**config.mk**
```make
export PLATFORM = sky130hd
export DESIGN_NAME = keyed_accumulator_evict_min_top
export DESIGN_NICKNAME = d
export VERILOG_FILES = /design/src/hdl/kaem_pkg.sv /design/src/hdl/kaem_ctrl.sv /design/src/hdl/kaem_dp.sv /design/src/hdl/keyed_accumulator_evict_min_top.sv
export SDC_FILE = /design/constraint.sdc
export NUM_CORES = 1
export LEC_CHECK = 0
export BUFFER_PORTS_ARGS = -buffer_cell sky130_fd_sc_hd__clkbuf_2
export CORE_UTILIZATION = 50
export CTS_BUF_LIST = sky130_fd_sc_hd__clkbuf_8
export DETAILED_ROUTE_END_ITERATION = 10
export GPL_TIMING_DRIVEN = 1
export PLACE_DENSITY = 0.67
export SETUP_SLACK_MARGIN = 0.02
export SLEW_MARGIN = 40
export SYNTH_ARGS = -nofsm -noshare
export SYNTH_HDL_FRONTEND = slang
export SYNTH_SLANG_ARGS = --single-unit
```
**constraint.sdc**
```tcl
create_clock -name i_clk -period 27.7 [get_ports i_clk]
set_input_delay 1.385 -clock i_clk [delete_from_list [all_inputs] [get_ports i_clk]]
set_output_delay 1.385 -clock i_clk [all_outputs]
set_load 0.05 [all_outputs]
```
**src/hdl/kaem_pkg.sv**
```systemverilog
// ----------------------------------------------------------------------------
// kaem_pkg
// types, field widths and codes shared by the keyed accumulator modules
// ----------------------------------------------------------------------------
package kaem_pkg;

    localparam int PEER_W      = 16;
    localparam int VALUE_W     = 32;
    localparam int SLOT_W      = 3;
    localparam int ACTION_W    = 2;
    localparam int COUNT_W     = 4;
    localparam int IN_TDATA_W  = 48;
    localparam int OUT_FIELD_W = SLOT_W + ACTION_W + PEER_W + 3 * VALUE_W - VALUE_W + COUNT_W;
    localparam int OUT_TDATA_W = 96;
    localparam int OUT_PAD_W   = OUT_TDATA_W - OUT_FIELD_W;

    localparam logic [ACTION_W-1:0] ACT_ACCUM   = 2'd0;
    localparam logic [ACTION_W-1:0] ACT_APPEND  = 2'd1;
    localparam logic [ACTION_W-1:0] ACT_REPLACE = 2'd2;

    typedef enum logic [1:0] {
        ST_IDLE,
        ST_SCAN,
        ST_WRITE
    } t_state;

    typedef struct packed {
        logic start;
        logic issue;
        logic commit;
    } t_cmd;

    typedef struct packed {
        logic can_read;
        logic scan_done;
        logic out_free;
    } t_status;

endpackage

```
**src/hdl/kaem_ctrl.sv**
```systemverilog
// ----------------------------------------------------------------------------
// kaem_ctrl
// sequencer: accept a word, scan the table, commit and hand off the result
// ----------------------------------------------------------------------------
module kaem_ctrl (
    input  logic               i_clk,
    input  logic               i_rst_n,
    input  logic               i_s_tvalid,
    output logic               o_s_tready,
    input  kaem_pkg::t_status  i_status,
    output kaem_pkg::t_cmd     o_cmd
);
    import kaem_pkg::*;

    t_state r_state;
    t_state n_state;

    always_ff @(posedge i_clk) begin
        if (!i_rst_n) begin
            r_state <= ST_IDLE;
        end else begin
            r_state <= n_state;
        end
    end

    always_comb begin
        n_state = r_state;
        unique case (r_state)
            ST_IDLE: begin
                if (i_s_tvalid) begin
                    n_state = ST_SCAN;
                end
            end
            ST_SCAN: begin
                if (i_status.scan_done) begin
                    n_state = ST_WRITE;
                end
            end
            ST_WRITE: begin
                if (i_status.out_free) begin
                    n_state = ST_IDLE;
                end
            end
            default: begin
                n_state = ST_IDLE;
            end
        endcase
    end

    always_comb begin
        o_s_tready   = 1'b0;
        o_cmd.start  = 1'b0;
        o_cmd.issue  = 1'b0;
        o_cmd.commit = 1'b0;
        unique case (r_state)
            ST_IDLE: begin
                o_s_tready  = 1'b1;
                o_cmd.start = i_s_tvalid;
            end
            ST_SCAN: begin
                o_cmd.issue = i_status.can_read;
            end
            ST_WRITE: begin
                o_cmd.commit = i_status.out_free;
            end
            default: begin
                o_s_tready = 1'b0;
            end
        endcase
    end

endmodule

```
**src/hdl/kaem_dp.sv**
```systemverilog
// ----------------------------------------------------------------------------
// kaem_dp
// table memory, scan compare and minimum tracking, saturating update,
// output register
// ----------------------------------------------------------------------------
module kaem_dp #(
    parameter int TABLE_ENTRIES = 8,
    parameter int ID_BITS       = 16
) (
    input  logic                                  i_clk,
    input  logic                                  i_rst_n,
    input  kaem_pkg::t_cmd                        i_cmd,
    output kaem_pkg::t_status                     o_status,
    input  logic [kaem_pkg::PEER_W-1:0]           i_peer_id,
    input  logic [kaem_pkg::VALUE_W-1:0]          i_amount,
    output logic                                  o_m_tvalid,
    input  logic                                  i_m_tready,
    output logic [kaem_pkg::OUT_TDATA_W-1:0]      o_m_tdata
);
    import kaem_pkg::*;

    localparam int IW = (TABLE_ENTRIES > 1) ? $clog2(TABLE_ENTRIES) : 1;
    localparam int CW = $clog2(TABLE_ENTRIES + 1);

    logic [ID_BITS-1:0] mem_id  [TABLE_ENTRIES];
    logic [VALUE_W-1:0] mem_val [TABLE_ENTRIES];

    logic [CW-1:0]      r_count;
    logic [CW-1:0]      r_idx;
    logic [ID_BITS-1:0] r_key;
    logic [VALUE_W-1:0] r_amt;

    logic               r_rd_vld;
    logic [IW-1:0]      r_rd_slot;
    logic [ID_BITS-1:0] r_rd_id;
    logic [VALUE_W-1:0] r_rd_val;

    logic               r_hit;
    logic [IW-1:0]      r_hit_slot;
    logic [VALUE_W-1:0] r_hit_val;

    logic [IW-1:0]      r_min_slot;
    logic [ID_BITS-1:0] r_min_id;
    logic [VALUE_W-1:0] r_min_val;
    logic [VALUE_W-1:0] r_min_mag;

    logic                   r_m_tvalid;
    logic [OUT_TDATA_W-1:0] r_m_tdata;

    logic [ID_BITS+PEER_W-1:0] key_ext;
    logic [ID_BITS-1:0]        key;
    logic [VALUE_W-1:0]        cand_mag;

    logic                      is_full;
    logic [VALUE_W:0]          sum;
    logic [VALUE_W-1:0]        sat_sum;
    logic [IW-1:0]             wr_slot;
    logic                      wr_id_en;
    logic [ACTION_W-1:0]       act;
    logic [VALUE_W-1:0]        new_val;
    logic [ID_BITS-1:0]        ev_id;
    logic [VALUE_W-1:0]        ev_val;
    logic [CW-1:0]             count_after;
    logic [ID_BITS+PEER_W-1:0] ev_id_ext;
    logic [IW+SLOT_W-1:0]      slot_ext;
    logic [CW+COUNT_W-1:0]     count_ext;

    assign key_ext = {{ID_BITS{1'b0}}, i_peer_id};
    assign key     = key_ext[ID_BITS-1:0];

    assign cand_mag = r_rd_val[VALUE_W-1] ? (VALUE_W'(0) - r_rd_val) : r_rd_val;

    assign o_status.can_read  = (r_idx < r_count) && !r_hit;
    assign o_status.scan_done = (r_hit || (r_idx == r_count)) && !r_rd_vld;
    assign o_status.out_free  = !r_m_tvalid || i_m_tready;

    // table read port and scan bookkeeping
    always_ff @(posedge i_clk) begin
        if (i_cmd.issue) begin
            r_rd_id   <= mem_id[r_idx[IW-1:0]];
            r_rd_val  <= mem_val[r_idx[IW-1:0]];
            r_rd_slot <= r_idx[IW-1:0];
        end
        if (i_cmd.start) begin
            r_key <= key;
            r_amt <= i_amount;
        end
        if (r_rd_vld && !r_hit && (r_rd_id == r_key)) begin
            r_hit_slot <= r_rd_slot;
            r_hit_val  <= r_rd_val;
        end
        if (r_rd_vld && ((r_rd_slot == IW'(0)) || (cand_mag < r_min_mag))) begin
            r_min_slot <= r_rd_slot;
            r_min_id   <= r_rd_id;
            r_min_val  <= r_rd_val;
            r_min_mag  <= cand_mag;
        end
    end

    always_ff @(posedge i_clk) begin
        if (!i_rst_n) begin
            r_idx    <= '0;
            r_rd_vld <= 1'b0;
            r_hit    <= 1'b0;
        end else begin
            r_rd_vld <= i_cmd.issue;
            if (i_cmd.start) begin
                r_idx <= '0;
                r_hit <= 1'b0;
            end else begin
                if (i_cmd.issue) begin
                    r_idx <= r_idx + CW'(1);
                end
                if (r_rd_vld && (r_rd_id == r_key)) begin
                    r_hit <= 1'b1;
                end
            end
        end
    end

    // commit decision
    assign is_full = (r_count == CW'(TABLE_ENTRIES));
    assign sum     = {r_amt[VALUE_W-1], r_amt} + {r_hit_val[VALUE_W-1], r_hit_val};

    always_comb begin
        if (sum[VALUE_W] != sum[VALUE_W-1]) begin
            sat_sum = sum[VALUE_W] ? {1'b1, {(VALUE_W-1){1'b0}}} : {1'b0, {(VALUE_W-1){1'b1}}};
        end else begin
            sat_sum = sum[VALUE_W-1:0];
        end
    end

    always_comb begin
        priority if (r_hit) begin
            wr_slot     = r_hit_slot;
            wr_id_en    = 1'b0;
            act         = ACT_ACCUM;
            new_val     = sat_sum;
            ev_id       = '0;
            ev_val      = '0;
            count_after = r_count;
        end else if (!is_full) begin
            wr_slot     = r_count[IW-1:0];
            wr_id_en    = 1'b1;
            act         = ACT_APPEND;
            new_val     = r_amt;
            ev_id       = '0;
            ev_val      = '0;
            count_after = r_count + CW'(1);
        end else begin
            wr_slot     = r_min_slot;
            wr_id_en    = 1'b1;
            act         = ACT_REPLACE;
            new_val     = r_amt;
            ev_id       = r_min_id;
            ev_val      = r_min_val;
            count_after = r_count;
        end
    end

    assign ev_id_ext = {{PEER_W{1'b0}}, ev_id};
    assign slot_ext  = {{SLOT_W{1'b0}}, wr_slot};
    assign count_ext = {{COUNT_W{1'b0}}, count_after};

    // table write port
    always_ff @(posedge i_clk) begin
        if (i_cmd.commit) begin
            mem_val[wr_slot] <= new_val;
            if (wr_id_en) begin
                mem_id[wr_slot] <= r_key;
            end
        end
    end

    always_ff @(posedge i_clk) begin
        if (!i_rst_n) begin
            r_count <= '0;
        end else if (i_cmd.commit) begin
            r_count <= count_after;
        end
    end

    // output register
    always_ff @(posedge i_clk) begin
        if (i_cmd.commit) begin
            r_m_tdata <= {{OUT_PAD_W{1'b0}}, count_ext[COUNT_W-1:0], new_val, ev_val,
                          ev_id_ext[PEER_W-1:0], act, slot_ext[SLOT_W-1:0]};
        end
    end

    always_ff @(posedge i_clk) begin
        if (!i_rst_n) begin
            r_m_tvalid <= 1'b0;
        end else if (i_cmd.commit) begin
            r_m_tvalid <= 1'b1;
        end else if (i_m_tready) begin
            r_m_tvalid <= 1'b0;
        end
    end

    assign o_m_tvalid = r_m_tvalid;
    assign o_m_tdata  = r_m_tdata;

endmodule

```
**src/hdl/keyed_accumulator_evict_min_top.sv**
```systemverilog
// ----------------------------------------------------------------------------
// keyed_accumulator_evict_min_top
// keyed table of peer values: accumulate, append, or replace the entry of
// smallest magnitude
//
//   channel  dir  handshake               payload
//   s        in   i_s_tvalid/o_s_tready   i_s_tdata: peer_id, amount
//   m        out  o_m_tvalid/i_m_tready   o_m_tdata: slot, action, evicted_id,
//                                         evicted_value, new_value, entry_count
//
// a word is accepted only while idle, so the next accept waits until the
// result is committed; the scan reads one table slot a cycle through the single
// memory read port; a hit ends the scan early
// after reset the table is empty, no clearing pass
// a stalled result holds in the output register; a finished word waits in
// the commit step until that register frees
// ----------------------------------------------------------------------------
module keyed_accumulator_evict_min_top #(
    parameter int TABLE_ENTRIES = 8,
    parameter int ID_BITS       = 16
) (
    input  logic                             i_clk,
    input  logic                             i_rst_n,
    input  logic                             i_s_tvalid,
    output logic                             o_s_tready,
    // [15:0] peer_id, [47:16] amount
    input  logic [kaem_pkg::IN_TDATA_W-1:0]  i_s_tdata,
    output logic                             o_m_tvalid,
    input  logic                             i_m_tready,
    // [2:0] slot, [4:3] action, [20:5] evicted_id, [52:21] evicted_value,
    // [84:53] new_value, [88:85] entry_count, [95:89] zero
    output logic [kaem_pkg::OUT_TDATA_W-1:0] o_m_tdata
);
    import kaem_pkg::*;

    t_cmd    cmd;
    t_status status;

    kaem_ctrl u_ctrl (
        .i_clk      (i_clk),
        .i_rst_n    (i_rst_n),
        .i_s_tvalid (i_s_tvalid),
        .o_s_tready (o_s_tready),
        .i_status   (status),
        .o_cmd      (cmd)
    );

    kaem_dp #(
        .TABLE_ENTRIES (TABLE_ENTRIES),
        .ID_BITS       (ID_BITS)
    ) u_dp (
        .i_clk      (i_clk),
        .i_rst_n    (i_rst_n),
        .i_cmd      (cmd),
        .o_status   (status),
        .i_peer_id  (i_s_tdata[PEER_W-1:0]),
        .i_amount   (i_s_tdata[PEER_W+VALUE_W-1:PEER_W]),
        .o_m_tvalid (o_m_tvalid),
        .i_m_tready (i_m_tready),
        .o_m_tdata  (o_m_tdata)
    );

endmodule

```
# After elaboration in Yosys (flattened, before gate mapping)
# Memories as Yosys holds them, arrays and structs flattened. A register that Yosys moved wholly into a read port is not among the register bits.
# Index checks and enable logic that the tools add are counted.
[word_totals]
register_bits = 271
latch_bits = 0
mem_bits_rw = 384
rom_bits = 0
inputBits = 52
output_inout_bits = 98
word_cells = 79
mem_count = 2
[op_classes]
addsub = 4
multipliers = 0
n_div = 0
magnitude_cmp = 2
n_eq_ne = 9
shift = 0
mux = 24
n_bitwise = 2
n_reduce_logical = 18
[memory_table]
columns = ["name", "depth", "width", "read_ports", "rd_clocked_by_memory_dff", "wr", "line_no", "rtl"]
rows = [
  ["u_dp.mem_val", 8, 32, 1, 1, 1, "kaem_dp.sv:26", "logic [VALUE_W-1:0] mem_val [TABLE_ENTRIES];"],
  ["u_dp.mem_id", 8, 16, 1, 1, 1, "kaem_dp.sv:25", "logic [ID_BITS-1:0] mem_id [TABLE_ENTRIES];"],
]
[ops]
columns = ["op", "count"]
rows = [
  ["2-to-1 mux 32 bit", 4],
  ["adder 32 x 32 -> 33 bit", 1],
  ["< comparator 32 bit", 1],
  ["subtractor 1 x 32 -> 32 bit (first input constant)", 1],
  ["equality test 16 bit", 1],
  ["2-to-1 mux 1 bit", 11],
  ["adder 4 x 1 -> 4 bit (second input constant)", 2],
  ["2-to-1 mux 2 bit", 4],
  ["2-to-1 mux 4 bit", 2],
  ["logical AND 1 bit", 6],
  ["2-to-1 mux 3 bit", 2],
  ["one-hot mux 2 bit (3 select lines)", 1],
  ["equality test 4 bit", 1],
  ["equality test 4 bit (second input constant)", 1],
  ["< comparator 4 bit", 1],
  ["!= test 2 bit (second input constant)", 2],
  ["OR reduction 2 bit", 2],
  ["zero test 1 bit", 3],
  ["zero test 3 bit", 1],
  ["logical OR 1 bit", 3],
  ["AND reduction 3 bit", 1],
  ["equality test 2 x 1 -> 1 bit (second input constant)", 1],
  ["equality test 2 bit (second input constant)", 1],
  ["zero test 2 bit", 1],
  ["4 further kinds", 5],
]

# Longest topological paths before layout
[logic_depth]
ltp_word = 5
depth_mapped = 17
depth_no_buf = 17

# Hierarchy
# From an unflattened synthesis, not the netlist that was laid out.
[unflattened]
hier_cells = 1598
area_unflattened_um2 = 28668.7
[modules_own_cells]
columns = ["module", "n_inst", "cells_each", "area_each_um2", "seq_area_each_um2"]
rows = [
  ["kaem_dp", 1, 1584, 28539.9, 20910.1],
  ["kaem_ctrl", 1, 14, 128.9, 40.0],
]

# Worst setup path before layout
# Ideal clock, no wire load.
[synth_timing]
path_type = "reg2reg"
from = "reg u_dp.r_rd_val[2] (read register of u_dp.mem_val)"
to = "reg u_dp.r_min_id[0] (enable)"
setup_time_ps = 746
arrival_time_ps = 11472
slack_ps = 15482
stages_incl_launch_ff = 17
cell_sequence = "edfxtp_1 > or3_1 > or2_4 > nor2_4 > nand3_2 > or2_4 > nand2b_4 > or4_4 > o41ai_2 > xnor2_1 > ha_1 > nand2_1 > nor2_1 > and3_1 > o21ai_0 > a31oi_1 > o41ai_1"
[synth_between]
elab_chain_cells = 5
[synth_lines]
columns = ["element", "line_no", "rtl"]
rows = [
  ["start, declared", "kaem_dp.sv:36", "logic [VALUE_W-1:0] r_rd_val;"],
  ["subtractor 1 x 32 -> 32 bit", "kaem_dp.sv:71", "assign cand_mag = r_rd_val[VALUE_W-1] ? (VALUE_W'(0) - r_rd_val) : r_rd_val;"],
  ["2-to-1 mux 32 bit", "kaem_dp.sv:71", ""],
  ["net u_dp.cand_mag[29]", "kaem_dp.sv:52", "logic [VALUE_W-1:0] cand_mag;"],
  ["< comparator 32 bit", "kaem_dp.sv:92", "if (r_rd_vld && ((r_rd_slot == IW'(0)) || (cand_mag < r_min_mag))) begin"],
  ["logical OR 1 bit", "kaem_dp.sv:92", ""],
  ["logical AND 1 bit", "kaem_dp.sv:92", ""],
  ["end signal, assigned", "kaem_dp.sv:94", "r_min_id <= r_rd_id;"],
  ["end, declared", "kaem_dp.sv:43", "logic [ID_BITS-1:0] r_min_id;"],
]
# The timed path passes the listed nets, and every way through them passes these cells.
# A chain may end at the register's enable or synchronous reset.

# Final worst setup path
[layout_timing]
from = "reg u_dp.r_rd_val[2] (read register of u_dp.mem_val)"
to = "reg u_dp.r_min_mag[4] (enable)"
[layout_between]
elab_chain_cells = 5
[layout_lines]
columns = ["element", "line_no", "rtl"]
rows = [
  ["subtractor 1 x 32 -> 32 bit", "kaem_dp.sv:71", ""],
  ["2-to-1 mux 32 bit", "kaem_dp.sv:71", ""],
  ["net u_dp.cand_mag[27]", "kaem_dp.sv:52", ""],
  ["< comparator 32 bit", "kaem_dp.sv:92", ""],
  ["logical OR 1 bit", "kaem_dp.sv:92", ""],
  ["logical AND 1 bit", "kaem_dp.sv:92", ""],
  ["end signal, assigned", "kaem_dp.sv:96", "r_min_mag <= cand_mag;"],
  ["end, declared", "kaem_dp.sv:45", "logic [VALUE_W-1:0] r_min_mag;"],
]
# The timed path passes the listed nets, and every way through them passes these cells.

==> results.ini <==
[drt]
viasPerCell = 5.70
drt_pass1_iterations = 7
wl_per_cell_um = 23.5
via_count = 15100
drt-total-wl_um = 62200
drc = 0
drt_iter0_markers = 1250
ant_nets = 0

[finish]
area_growth_pct = 13.0
final_common_cell = edfxtp_1
stdcell_area_sq_um = 32300
fin_cells = 2645
layout-drive-gt1-share = 0.263
final_cell_mix = edfxtp_1, clkbuf_2, clkbuf_8
final_nets = 1927
fillCellCount = 4354

[synth]
synthTopCellsByArea = edfxtp_1, mux4_2, ha_1, mux2_2, xnor2_1
ys_seq_area_frac = 0.734
synth_edf_count = 689
synth_top_flop_cell = edfxtp_1
synth_seq_cells = 702
synthArstFlopShare = 0
synth.distinct_cells = 66
synth_cells = 1581
synth.cell_area_sq_um = 28500
syn_avg_cell_area_sq_um = 18.1
yosys_warnings = 0
yosysTopAreaCell = edfxtp_1
yosysTopAreaCellShare = 0.725

[grt]
grt_use_total = 0.218
antenna_found_initial = 2
grt_pass1_wl_um = 92300
grt_max_degree = 68
overflow = 0
grt_pass1_vias = 15100

[setup_path]
cp.arrival_ns = 5.10
cp.required_ns = 28.02
cp-end-kind = flop
slowest_delay_ns = 0.56
startpoint_type = flop
path_cells = or3_1, or2_4, nor2_4, nand3_2, or2_4, nand2b_4, or4_4, o21ai_0, xnor2_1, ha_1, nand4_1, nor2_1, and3_1, o21ai_0, a31oi_1, o41ai_2, buf_4
critPathKind = reg2reg
crit_path_max_fanout = 49
slowest_stage = buf_4

[clock_network]
cts_buffers = 105
clkTransAtPathRegs_ns = 0.06
cts_root_buf = clkbuf_8
cts_setup_buffers = 0
cts_tree = yes
clk-insertion-delay-late_ns = 0.71
cts_hold_buf = 0
clock_sinks = 702
cts_resized = 0
htree_num_levels = 3
cts_buffer_depth = 3

[power]
p_int_mw = 1.62
power_mw = 2.13
p_switching_mw = 0.513
clkPwrFrac = 0.362
power_frac_comb = 0.068
seqPwrFrac = 0.570
p_leak_nw = 10.9
ir_worst_vdd_mv = 0.0331
switching_share = 0.240
power_density_nw_per_um2 = 66.1

[die]
coreArea_sq_um = 56400
die_height_um = 241
dieArea_sq_um = 58100
initial_core_util = 0.506
die_width_um = 241
rows = 87
ioPinCount = 150

[status]
outcome = finished clean

[place]
place_congestion = 0.859
dp_slack_ns = 22.92
hpwl_um = 37200
post_dp_cell_area_sq_um = 30300
io_buffers = 142
placed_cells = 2452

[sta]
fin_crit_sh = 0.173
min_period_ns = 4.78
tightest_slew_ns = 0.872
clock_skew_ns = 0.0344
hold_violations = 0
drv_slew = 0
max_slew_margin = 0.403
setup_violations = 0
fin_ws_ns = 22.92
rsz0062_at_grt = false
max_freq_ghz = 0.209
tns_ns = 0

[worst_hold_path]
hp-class = reg2reg

[job]
max-cap-violations = 0

final timing paths:
kind                             end  slack (ns)              start  cells past startpoint
setup / recovery   u_dp.r_min_mag[4]       22.92   u_dp.r_rd_val[2]                     17
hold / removal    u_dp.r_hit_slot[0]        0.47  u_dp.r_rd_slot[0]                      0
setup reg to reg   u_dp.r_min_mag[4]       22.92   u_dp.r_rd_val[2]                     17
hold reg to reg   u_dp.r_hit_slot[0]        0.47  u_dp.r_rd_slot[0]                      0
cell type report:
cell class | instances | area [sq um] | share of cell area
flip-flops and latches | 702 | 21000 | 0.650
multi-input cells | 772 | 7310 | 0.227
clock buffers | 105 | 1450 | 0.0448
repair buffers | 171 | 951 | 0.0295
well taps | 756 | 946 | 0.0293
clock inverters | 87 | 460 | 0.0143
inverters | 51 | 194 | 0.00601
diodes | 1 | 2.50 | 0.0000775
per-stage QoR:
| step | util | hold slack (ns) |
|---|---|---|
| after floorplan | - | 0.435 |
| final | 0.572 | 0.473 |
| after detailed placement | 0.538 | 0.456 |
| after global placement | 0.537 | 0.451 |
| after global routing | 0.572 | 0.483 |
| after CTS | 0.572 | 0.473 |
cell usage after synthesis (all sizes together) (9+ instances only):
cell,count
nand2b,11
o21ai,58
mux2,49
o21a,10
dfxtp,13
xor2,16
and2,53
nor2,50
nor2b,11
edfxtp,689
nand3,13
a31oi,9
o31ai,12
o2bb2ai,30
mux4,96
buf,26
nand2,39
inv,50
a21oi,71
nand4,13
clkbuf,36
a21o,19
ha,71
xnor2,61
cell families after synthesis:
group	after synthesis	synth area share
xor+xnor	77	0.0239
fa+ha+maj	72	0.0318
buf+inv	113	0.0164
compound gates	241	0.0545
mux	149	0.0965
flops	702	0.734
simple gates	226	0.0429
other cells	1	0.000131
power groups by stage:
stage	clock network, mW	logic, mW	registers (mW)
floorplan	0	0.0823	1.25
global placement	0	0.141	1.24
detailed placement	0	0.145	1.24
CTS	0.793	0.145	1.22
global route	0.832	0.157	1.22
finish	0.772	0.145	1.22
metal layers:
| layer | track usage | part of all wire | wire length (um) | vias to the layer above |
|---|---|---|---|---|
| met4 | 0.0587 | 0.014 | 849 | 0 |
| met2 | 0.339 | 0.47 | 29300 | 534 |
| li1 | - | - | - | 6707 |
| met5 | 0 | 0 | 0 | - |
| met1 | 0.320 | 0.45 | 28000 | 7771 |
| met3 | 0.0366 | 0.064 | 4010 | 62 |
state kept, by name, indices dropped and copies added, names as in the netlist:
register	flops
u_dp.mem_val	256
u_dp.r_min_mag	32
u_dp.r_rd_slot	3
u_dp.r_rd_id	16
u_dp.o_m_tvalid	1
u_dp.r_key	16
u_dp.r_min_id	16
u_dp.r_rd_vld	1
u_dp.r_idx	4
u_dp.r_rd_val	32
u_dp.r_hit	1
u_dp.mem_id	128
u_dp.r_min_slot	3
u_dp.r_hit_val	32
u_dp.o_m_tdata	89
u_dp.r_amt	32
u_dp.r_hit_slot	3
u_dp.r_min_val	31
u_dp.r_count	4
u_ctrl.r_state	2
critical path: cells and delay by family, from the launching register on:
kind	cells	cell delay [ns]
AO/OA/AOI/OAI	4	0.69
XOR/XNOR	1	0.17
adder cells (fa/ha/maj)	1	0.29
buffers and inverters	1	0.56
flip-flops	1	0.47
AND/OR/NAND/NOR	10	2.19
No activity file was read; power rests on OpenSTA's default activity.
